==> src/sv/nrs_pkg.sv <==
// Shared definitions for the integer nth root search unit.
// Holds default sizes, the controller state type and the command/status structs.
// No dependencies.
package nrs_pkg;

  // Default sizes of the value field and the largest root degree.
  localparam int unsigned VALUE_WIDTH_DEF = 31;
  localparam int unsigned EXP_MAX_DEF     = 63;

  // Width of the exponent port, fixed by the item format.
  localparam int unsigned EXP_PORT_WIDTH = 6;

  // Controller states.
  typedef enum logic [1:0] {
    ST_IDLE,
    ST_PROBE,
    ST_POWER,
    ST_DONE
  } nrs_state_t;

  // Commands from the controller to the datapath.
  typedef struct packed {
    logic load;         // capture a new item and open the search range
    logic probe_setup;  // take the midpoint and restart the power
    logic mult;         // one more multiplication of the running power
    logic go_low;       // power fell short: raise the lower bound
    logic go_high;      // power overshot: lower the upper bound
    logic finish_hit;   // exact root found
    logic finish_miss;  // range empty, no exact root
  } nrs_cmd_t;

  // Status from the datapath to the controller.
  typedef struct packed {
    logic range_ok;     // lower bound not above upper bound
    logic acc_gt;       // running power exceeds the value
    logic acc_eq;       // running power equals the value
    logic count_done;   // all multiplications of this probe are done
  } nrs_status_t;

endpackage

==> src/sv/nrs_datapath.sv <==
// Datapath of the integer nth root search unit: bounds, probe, running power.
// Depends on nrs_pkg for the command and status structs.
module nrs_datapath #(
  parameter int unsigned VALUE_WIDTH = nrs_pkg::VALUE_WIDTH_DEF,
  parameter int unsigned EXP_MAX     = nrs_pkg::EXP_MAX_DEF
) (
  input  logic                               clk,
  input  logic                               rst_n,
  input  nrs_pkg::nrs_cmd_t                  cmd,
  output nrs_pkg::nrs_status_t               status,
  input  logic [nrs_pkg::EXP_PORT_WIDTH-1:0] in_exponent,
  input  logic [VALUE_WIDTH-1:0]             in_value,
  output logic                               found,
  output logic [VALUE_WIDTH-1:0]             root
);
  import nrs_pkg::*;

  localparam int unsigned W  = VALUE_WIDTH;
  localparam int unsigned PW = 2 * VALUE_WIDTH;
  localparam int unsigned EW = (EXP_MAX < 2) ? 1 : $clog2(EXP_MAX + 1);
  localparam logic [EXP_PORT_WIDTH-1:0] EXP_SAT = EXP_PORT_WIDTH'(EXP_MAX);

  logic [EW-1:0] exp_r;
  logic [W-1:0]  value_r;
  logic [W:0]    lo_r;
  logic [W-1:0]  hi_r;
  logic [W-1:0]  mid_r;
  logic [PW-1:0] acc_r;
  logic [EW-1:0] cnt_r;
  logic          found_r;
  logic [W-1:0]  root_r;

  logic [EW-1:0] exp_nxt;
  logic [W-1:0]  span;
  logic [W-1:0]  mid_nxt;
  logic [PW-1:0] prod;

  // Saturate the root degree to the largest supported one.
  assign exp_nxt = (in_exponent > EXP_SAT) ? EW'(EXP_MAX) : EW'(in_exponent);

  // Midpoint of the current range; valid whenever the range is not empty.
  assign span    = hi_r - lo_r[W-1:0];
  assign mid_nxt = lo_r[W-1:0] + (span >> 1);

  // The running power never exceeds the value before a multiplication,
  // so its low half carries all of it.
  assign prod = PW'(acc_r[W-1:0]) * PW'(mid_r);

  // Status towards the controller.
  assign status.range_ok   = (lo_r <= {1'b0, hi_r});
  assign status.acc_gt     = (acc_r > PW'(value_r));
  assign status.acc_eq     = (acc_r == PW'(value_r));
  assign status.count_done = (cnt_r == exp_r);

  // Search registers.
  always_ff @(posedge clk) begin
    if (cmd.load) begin
      exp_r   <= exp_nxt;
      value_r <= in_value;
      lo_r    <= (W + 1)'(1);
      hi_r    <= in_value;
    end
    if (cmd.probe_setup) begin
      mid_r <= mid_nxt;
      acc_r <= PW'(1);
      cnt_r <= '0;
    end
    if (cmd.mult) begin
      acc_r <= prod;
      cnt_r <= cnt_r + EW'(1);
    end
    if (cmd.go_low) begin
      lo_r <= {1'b0, mid_r} + (W + 1)'(1);
    end
    if (cmd.go_high) begin
      hi_r <= mid_r - W'(1);
    end
  end

  // Result registers, held until the next item finishes.
  always_ff @(posedge clk) begin
    if (!rst_n) begin
      found_r <= 1'b0;
      root_r  <= '0;
    end else if (cmd.finish_hit) begin
      found_r <= 1'b1;
      root_r  <= mid_r;
    end else if (cmd.finish_miss) begin
      found_r <= 1'b0;
      root_r  <= '0;
    end
  end

  assign found = found_r;
  assign root  = root_r;

  // A multiplication only starts from a power that has not passed the value.
  a_mult_in_range: assert property (@(posedge clk) disable iff (!rst_n)
    cmd.mult |-> !status.acc_gt)
    else $error("multiplication started from a power above the value");

  // A fresh probe lies within the bounds it was taken from.
  a_probe_in_range: assert property (@(posedge clk) disable iff (!rst_n)
    cmd.probe_setup |=> (({1'b0, mid_r} >= $past(lo_r)) && (mid_r <= $past(hi_r))))
    else $error("probe outside the search range");

  // A hit reports the probe whose power matched.
  a_hit_root: assert property (@(posedge clk) disable iff (!rst_n)
    cmd.finish_hit |=> (found_r && (root_r == $past(mid_r))))
    else $error("hit reported with wrong root");

endmodule

==> src/sv/nrs_controller.sv <==
// Controller of the integer nth root search unit: sequences probes and powers.
// Depends on nrs_pkg for the state type and the command/status structs.
module nrs_controller (
  input  logic                 clk,
  input  logic                 rst_n,
  input  logic                 start,
  input  nrs_pkg::nrs_status_t status,
  output nrs_pkg::nrs_cmd_t    cmd,
  output logic                 busy,
  output logic                 done
);
  import nrs_pkg::*;

  nrs_state_t state_r;
  nrs_state_t state_nxt;

  // State register.
  always_ff @(posedge clk) begin
    if (!rst_n) begin
      state_r <= ST_IDLE;
    end else begin
      state_r <= state_nxt;
    end
  end

  // Next state.
  always_comb begin
    state_nxt = state_r;
    case (state_r)
      ST_IDLE: begin
        if (start) state_nxt = ST_PROBE;
      end
      ST_PROBE: begin
        state_nxt = status.range_ok ? ST_POWER : ST_DONE;
      end
      ST_POWER: begin
        if (status.acc_gt) begin
          state_nxt = ST_PROBE;
        end else if (status.count_done) begin
          state_nxt = status.acc_eq ? ST_DONE : ST_PROBE;
        end
      end
      ST_DONE: begin
        state_nxt = ST_IDLE;
      end
      default: begin
        state_nxt = ST_IDLE;
      end
    endcase
  end

  // Commands to the datapath.
  always_comb begin
    cmd = '0;
    case (state_r)
      ST_IDLE: begin
        cmd.load = start;
      end
      ST_PROBE: begin
        if (status.range_ok) begin
          cmd.probe_setup = 1'b1;
        end else begin
          cmd.finish_miss = 1'b1;
        end
      end
      ST_POWER: begin
        if (status.acc_gt) begin
          cmd.go_high = 1'b1;
        end else if (status.count_done) begin
          if (status.acc_eq) begin
            cmd.finish_hit = 1'b1;
          end else begin
            cmd.go_low = 1'b1;
          end
        end else begin
          cmd.mult = 1'b1;
        end
      end
      default: begin
        cmd = '0;
      end
    endcase
  end

  assign busy = (state_r != ST_IDLE);
  assign done = (state_r == ST_DONE);

  // The result strobe lasts one cycle and is followed by idle.
  a_done_once: assert property (@(posedge clk) disable iff (!rst_n)
    (state_r == ST_DONE) |=> (state_r == ST_IDLE))
    else $error("result strobe longer than one cycle");

  // An accepted item always starts with a probe.
  a_start_probe: assert property (@(posedge clk) disable iff (!rst_n)
    (start && !busy) |=> (state_r == ST_PROBE))
    else $error("accepted item did not start a probe");

  // At most one command at a time.
  a_cmd_onehot: assert property (@(posedge clk) disable iff (!rst_n)
    $onehot0(cmd))
    else $error("conflicting datapath commands");

endmodule

==> src/sv/integer_nth_root_search_unit.sv <==
// Top level of the integer nth root search unit.
// Depends on nrs_pkg, nrs_controller and nrs_datapath.
//
// Usage: raise start with in_exponent (n) and in_value (m) while busy is low;
// the item is taken at that clock edge. The unit binary-searches 1..m for an x
// with x^n == m. Each probe takes the midpoint and restarts the power, then
// multiplies the running power by the probe at most n times, stopping early
// once the power passes m; the single multiplier is the limiting unit. Only
// a probe of 1 can need more than 31 multiplications.
// busy stays high until the result has been shown.
// The result appears for exactly one cycle, marked by out_valid, with
// out_found and out_root (zero when no exact root exists). The receiver
// cannot stall the unit; the next item may be started in the cycle after
// the strobe. An exponent above EXP_MAX is saturated to EXP_MAX. A
// synchronous active-low reset returns the unit to idle with no result
// pending.
module integer_nth_root_search_unit #(
  parameter int unsigned VALUE_WIDTH = nrs_pkg::VALUE_WIDTH_DEF,
  parameter int unsigned EXP_MAX     = nrs_pkg::EXP_MAX_DEF
) (
  input  logic                               clk,
  input  logic                               rst_n,
  input  logic                               start,
  output logic                               busy,
  input  logic [nrs_pkg::EXP_PORT_WIDTH-1:0] in_exponent,
  input  logic [VALUE_WIDTH-1:0]             in_value,
  output logic                               out_valid,
  output logic                               out_found,
  output logic [VALUE_WIDTH-1:0]             out_root
);
  import nrs_pkg::*;

  nrs_cmd_t    cmd;
  nrs_status_t status;

  // Sequencing of probes and multiplications.
  nrs_controller u_ctrl (
    .clk    (clk),
    .rst_n  (rst_n),
    .start  (start),
    .status (status),
    .cmd    (cmd),
    .busy   (busy),
    .done   (out_valid)
  );

  // Bounds, probe and running power.
  nrs_datapath #(
    .VALUE_WIDTH (VALUE_WIDTH),
    .EXP_MAX     (EXP_MAX)
  ) u_dp (
    .clk         (clk),
    .rst_n       (rst_n),
    .cmd         (cmd),
    .status      (status),
    .in_exponent (in_exponent),
    .in_value    (in_value),
    .found       (out_found),
    .root        (out_root)
  );

endmodule

==> config.mk <==
export PLATFORM = sky130hd
export DESIGN_NAME = integer_nth_root_search_unit
export DESIGN_NICKNAME = d
export VERILOG_FILES = /design/src/sv/nrs_pkg.sv /design/src/sv/nrs_datapath.sv /design/src/sv/nrs_controller.sv /design/src/sv/integer_nth_root_search_unit.sv
export SDC_FILE = /design/constraint.sdc
export NUM_CORES = 2
export LEC_CHECK = 0
export ABC_AREA = 0
export BUFFER_PORTS_ARGS = -buffer_cell sky130_fd_sc_hd__buf_4
export CORE_UTILIZATION = 55
export DETAILED_ROUTE_END_ITERATION = 6
export PLACE_DENSITY = 0.71
export SYNTH_ARGS = -nofsm -noshare
export SYNTH_HDL_FRONTEND = slang
export SYNTH_SLANG_ARGS = --single-unit
==> constraint.sdc <==
create_clock -name clk -period 17.7 [get_ports clk]
set_clock_uncertainty 0.2 [all_clocks]
set_input_delay 3.54 -clock clk [delete_from_list [all_inputs] [get_ports clk]]
set_output_delay 3.54 -clock clk [all_outputs]
set_load 0.03 [all_outputs]
=== Yosys cells after proc, flatten, opt, wreduce, memory -nomap -nowiden ===
Cells that the tools add are included.

* Bits in registers: 233
* Output and inout bits: 34
* Word-level logic and storage cells: 65

* $add $sub $neg: 5
* Multiply operators: 1
* $lt $le $gt $ge: 3
* Eq/ne operators: 7
* Multiplexer cells: 32
* Reduce and logical (&&, ||, !) cells: 7

{| class="wikitable"
|+ Operators with widths
! cell !! number
|-
| $mux W31 || 4
|-
| $mux W62 || 2
|-
| $mux W32 || 2
|-
| $eq A62 B31 Y1 || 1
|-
| $gt A62 B31 Y1 || 1
|-
| $mul A31 B31 Y62 || 1
|-
| $add A31 B1 Y32 const B || 1
|-
| $le A32 B31 Y1 || 1
|-
| $add A31 B30 Y31 || 1
|-
| $sub A31 B1 Y31 const B || 1
|-
| $sub A31 B31 Y31 || 1
|-
| $mux W1 || 15
|-
| $mux W6 || 2
|-
| $mux W2 || 5
|-
| $reduce_bool A2 Y1 || 5
|-
| $pmux W2 S4 || 1
|-
| $add A6 B1 Y6 const B || 1
|-
| $eq A6 B6 Y1 || 1
|-
| $gt A6 B6 Y1 const B || 1
|-
| $eq A2 B2 Y1 const B || 2
|-
| $mux W4 || 1
|-
| $ne A3 B3 Y1 const B || 1
|-
| $eq A2 B1 Y1 const B || 1
|-
| $logic_not A2 Y1 || 1
|-
| 2 further kinds || 2
|}

=== Logic depth before layout (Yosys ltp) ===
* Depth in word-level cells: 6
* Depth in mapped cells: 29
* Depth with buffers taken out: 26

=== By module ===
From an unflattened synthesis, not the netlist that was laid out.

* Cells, all modules: 4,880
* Area total of the unflattened synthesis: 45,417.3 um2

{| class="wikitable"
|+ Modules (own cells, without submodules)
! module !! instances !! cells an instance !! area each (um2)
|-
| nrs_datapath || 1 || 4,858 || 45,250.9
|-
| nrs_controller || 1 || 22 || 166.4
|}

=== Least setup slack after synthesis ===
Ideal clock, no wire load.

* Kind: reg2reg
* Start point: register u_dp.mid_r[6]
* End point: register u_dp.acc_r[52], data pin
* Library setup time: 0.266 ns
* Arrival time: 7.286 ns
* Data required time: 17.234 ns
* Setup slack: 9.948 ns
* Stages on the path, launching flop included: 28
* Path buffers: 3
* Clock period less this slack: 7.752 ns
* Path through: edfxtp_1 -> buf_1 -> clkbuf_1 -> and2_1 -> fa_1 -> fa_1 -> fa_1 -> inv_1 -> fa_1 -> inv_1 -> fa_1 -> inv_1 -> fa_1 -> inv_1 -> fa_1 -> fa_1 -> ha_1 -> clkbuf_1 -> a21oi_1 -> o21ai_0 -> a2111oi_0 -> nor3_2 -> a21o_1 -> a211o_1 -> a21oi_1 -> o21ai_0 -> xnor2_1 -> nor2_1

* Word-level cells in the longest chain between the ends: 2

{| class="wikitable"
|+ RTL lines
! element !! RTL line !! source
|-
| from (decl) || nrs_datapath.sv:27 || <nowiki>logic [W-1:0] mid_r;</nowiki>
|-
| from (signal assigned) || nrs_datapath.sv:64 || <nowiki>mid_r <= mid_nxt;</nowiki>
|-
| $mul A31 B31 Y62 || nrs_datapath.sv:47 || <nowiki>assign prod = PW'(acc_r[W-1:0]) * PW'(mid_r);</nowiki>
|-
| $mux W62 || nrs_datapath.sv:68 || <nowiki>if (cmd.mult) begin</nowiki>
|-
| to (signal assigned) || nrs_datapath.sv:69 || <nowiki>acc_r <= prod;</nowiki>
|-
| to (decl) || nrs_datapath.sv:28 || <nowiki>logic [PW-1:0] acc_r;</nowiki>
|}

Every way passes these cells.
A chain may end at the register's enable or synchronous reset.

=== Final worst setup path ===
* Start point: register u_dp.mid_r[4]
* End point: register u_dp.acc_r[53], data pin

The elaborated chain is that of the path after synthesis.

==> flow_summary.toml <==
[setup_path]
cp_data_arrival_time_ns = 9.71
r2r_slack_ns = 8.14
path_class = "register to register"
cp_max_fo = 31
start_kind = "register"
cp.required_ns = 17.85
end_kind = "register"

[timing]
fin_crit_ns = 9.56
finalWorstSetupSlack_ns = 8.14
maxSlewViolCount = 0
setup_violations = 0
tightest_slew_ns = 1.06
fmax_mhz = 105
fin_crit_sh_pct = 54.0
hold_viol = 0
setup_tns_ns = 0
fin_hold_ws_ns = 0.271
maxSlewHeadroom_pct = 29.2
rsz0062_at_grt = "no"

[synth]
netlist_area_um2 = 44800
synth_cells = 4785
synth-async-reset-ratio_pct = 0
ys_ff_latch = 233
syn_area_per_cell_um2 = 9.37
synth_edf_count = 199
synth-warning-count = 0
syn-num-nets = 6044
synth_ff_type = "edfxtp_1"
yosysSeqAreaShare_pct = 14.8
synth_cell_types = 70

[layout]
area_delta_synth_final_pct = 5.22
final_util_pct = 58.6
nets = 5943
drive_gt1_share_pct = 4.61

[floorplanning]
num_rows = 104
die_area_um2 = 82700
ios = 74
initial_utilization_pct = 55.7
coreArea_um2 = 80500
die_height_um = 287
die_w_um = 287

[placed_design]
hpwlAfterDp_um = 90600
port_buffers = 73
pre_cts_slack_ns = 8.39
place_congestion = 0.894

[cts]
hold_buffers = 0
clk_pin_slew_ns = 0.06
cts_tree = "done"
cts_buffer_depth = 3
htree_levels = 1
postCtsSetupBuffers = 0
cts_root_buffer = "clkbuf_16"
clk_latency_ns = 0.63
cts_buffers = 28
cts_num_sinks = 233
postCtsResizedCells = 0

[grt]
grt_antenna_before_repair = 6
grt_usage_pct = 30.0
grt_pass1_vias = 34600
grt.overflow.total = 0
grt_pass1_wl_um = 192000
grt_max_degree = 64

[drt]
drc = 0
dr.pass1.iters = 5
route.vias.total = 32800
drtIter0Drc = 2324
wire_per_inst_um = 20.5
via_per_inst = 5.68
final_antenna_net_count = 0
routed_wl_um = 118000

[job]
cap_viol_max_count = 0

[min_path]
hold_path_class = "register to register"

[status]
status = "completed"
==> kinds of logic after synthesis <==
kind of cell	synth area share [%]
and+or+nand+nor	16.6
adders and majority gates	48.1
buffers and inverters	9.82
AOI/OAI and AO/OA	7.08
DFF	14.8
xor gates and xnor gates	3.50
muxes	0.0754
==> routing by layer <==
metal	vias to the layer above	routed length (µm)	track usage [%]
met2	1207	56600	49.1
met4	0	4470	10.1
met5	-	0	0
met1	16800	48200	40.7
li1	14500	-	-
met3	243	9100	4.75
==> worst paths after layout <==
path / end / depth (start not counted) / startpoint
worst min-delay path: u_dp.found$_SDFFE_PN0P_ / 2 / u_dp.found$_SDFFE_PN0P_
worst max-delay path: u_dp.acc_r[53]$_SDFFCE_PN0P_ / 23 / u_dp.mid_r[4]$_DFFE_PP_
worst max register to register: u_dp.acc_r[53]$_SDFFCE_PN0P_ / 23 / u_dp.mid_r[4]$_DFFE_PP_
worst min register to register: u_dp.found$_SDFFE_PN0P_ / 2 / u_dp.found$_SDFFE_PN0P_
==> cell usage after synthesis (all sizes together), types with 4 or more instances <==
| cell | number | area [µm²] |
|---|---|---|
| o31ai | 10 | 75.1 |
| a21o | 99 | 743 |
| nand4 | 36 | 225 |
| o41ai | 4 | 35.0 |
| o211ai | 13 | 97.6 |
| nor3 | 30 | 160 |
| and2 | 511 | 3200 |
| nand3 | 45 | 230 |
| or3 | 5 | 36.3 |
| o21a | 6 | 45.0 |
| fa | 839 | 16800 |
| and3 | 24 | 150 |
| xor2 | 68 | 596 |
| nand2 | 544 | 2040 |
| edfxtp | 199 | 5980 |
| clkbuf | 256 | 961 |
| ha | 380 | 4750 |
| a221o | 4 | 40.0 |
| inv | 895 | 3360 |
| a221oi | 5 | 43.8 |
| a31oi | 22 | 138 |
| xnor2 | 111 | 972 |
| a22o | 31 | 272 |
| nor2 | 212 | 811 |
| nor2b | 25 | 156 |
| nor4 | 16 | 130 |
| nand2b | 21 | 134 |
| o21ai | 71 | 355 |
| a21oi | 157 | 790 |
| or2 | 4 | 25.0 |
| dfxtp | 34 | 681 |
| a41oi | 4 | 35.0 |
| or4 | 7 | 63.8 |
| buf | 21 | 81.3 |
| o21bai | 19 | 143 |
| a21boi | 6 | 45.0 |
| and4 | 4 | 35.0 |
| a211oi | 16 | 120 |
==> cells in the final DEF (no fill, tap or decap), drive strengths merged, types with 5 or more instances in the layout <==
cell | netlist | final
a221oi | 5 | 5
nand2b | 21 | 21
or4 | 7 | 7
and2 | 511 | 511
nand4 | 36 | 36
nor4 | 16 | 16
inv | 895 | 898
fa | 839 | 839
o21bai | 19 | 19
a21boi | 6 | 6
clkbuf | 256 | 30
nor2 | 212 | 212
a211oi | 16 | 16
xnor2 | 111 | 111
o211ai | 13 | 13
nand3 | 45 | 45
and3 | 24 | 24
or3 | 5 | 5
nor2b | 25 | 25
o21a | 6 | 6
o21ai | 71 | 71
a31oi | 22 | 22
nand2 | 544 | 544
edfxtp | 199 | 199
dfxtp | 34 | 34
nor3 | 30 | 30
ha | 380 | 380
a21o | 99 | 99
xor2 | 68 | 68
buf | 21 | 146
o31ai | 10 | 10
clkinv | 0 | 11
a21oi | 157 | 157
a22o | 31 | 31
==> through the flow <==
step	instance area (µm²)	instances
5_1_grt	47200	5769
6_report	47200	5769
3_5_place_dp	46200	5714
4_1_cts	47200	5765
3_3_place_gp	46200	5714
2_1_floorplan	44800	4785
==> cell type report <==
cell class / count / area (µm²)
Antenna cell: 4 / 10.0
Clock buffer: 30 / 708
Clock inverter: 21 / 223
Fill cell: 6939 / 33400
Inverter: 895 / 3360
Multi-Input combinational cell: 3380 / 33800
Sequential cell: 233 / 6660
Tap cell: 1060 / 1330
Timing Repair Buffer: 146 / 1100
==> critical path, stage by stage, from the launching register on <==
cell       delay (ns)
edfxtp_1         0.58
buf_4            0.43
and2_1           0.22
fa_1             0.42
fa_1             0.49
fa_1             0.52
inv_1            0.05
fa_1             0.47
inv_1            0.05
fa_1             0.48
fa_1             0.57
fa_1             0.44
fa_1             0.45
ha_1             0.44
a21oi_1          0.49
o21ai_0          0.32
a2111oi_0        0.65
a21oi_1          0.36
a21boi_1         0.46
a21oi_2          0.23
a211oi_1         0.51
o21ai_0          0.18
xnor2_1          0.18
nor2_1           0.05
==> registers in the layout, summed over array words and instances (netlist names) <==
name and flops:
u_dp.cnt_r 6, u_dp.hi_r 31, u_dp.mid_r 31, u_dp.root 31
u_dp.acc_r 62, u_dp.value_r 31, u_dp.exp_r 6, u_ctrl.state_r 2
u_dp.lo_r 32, u_dp.found 1
Power is not shown: default switching activity piles up to over one toggle a cycle in this logic, so the estimate is an artifact.
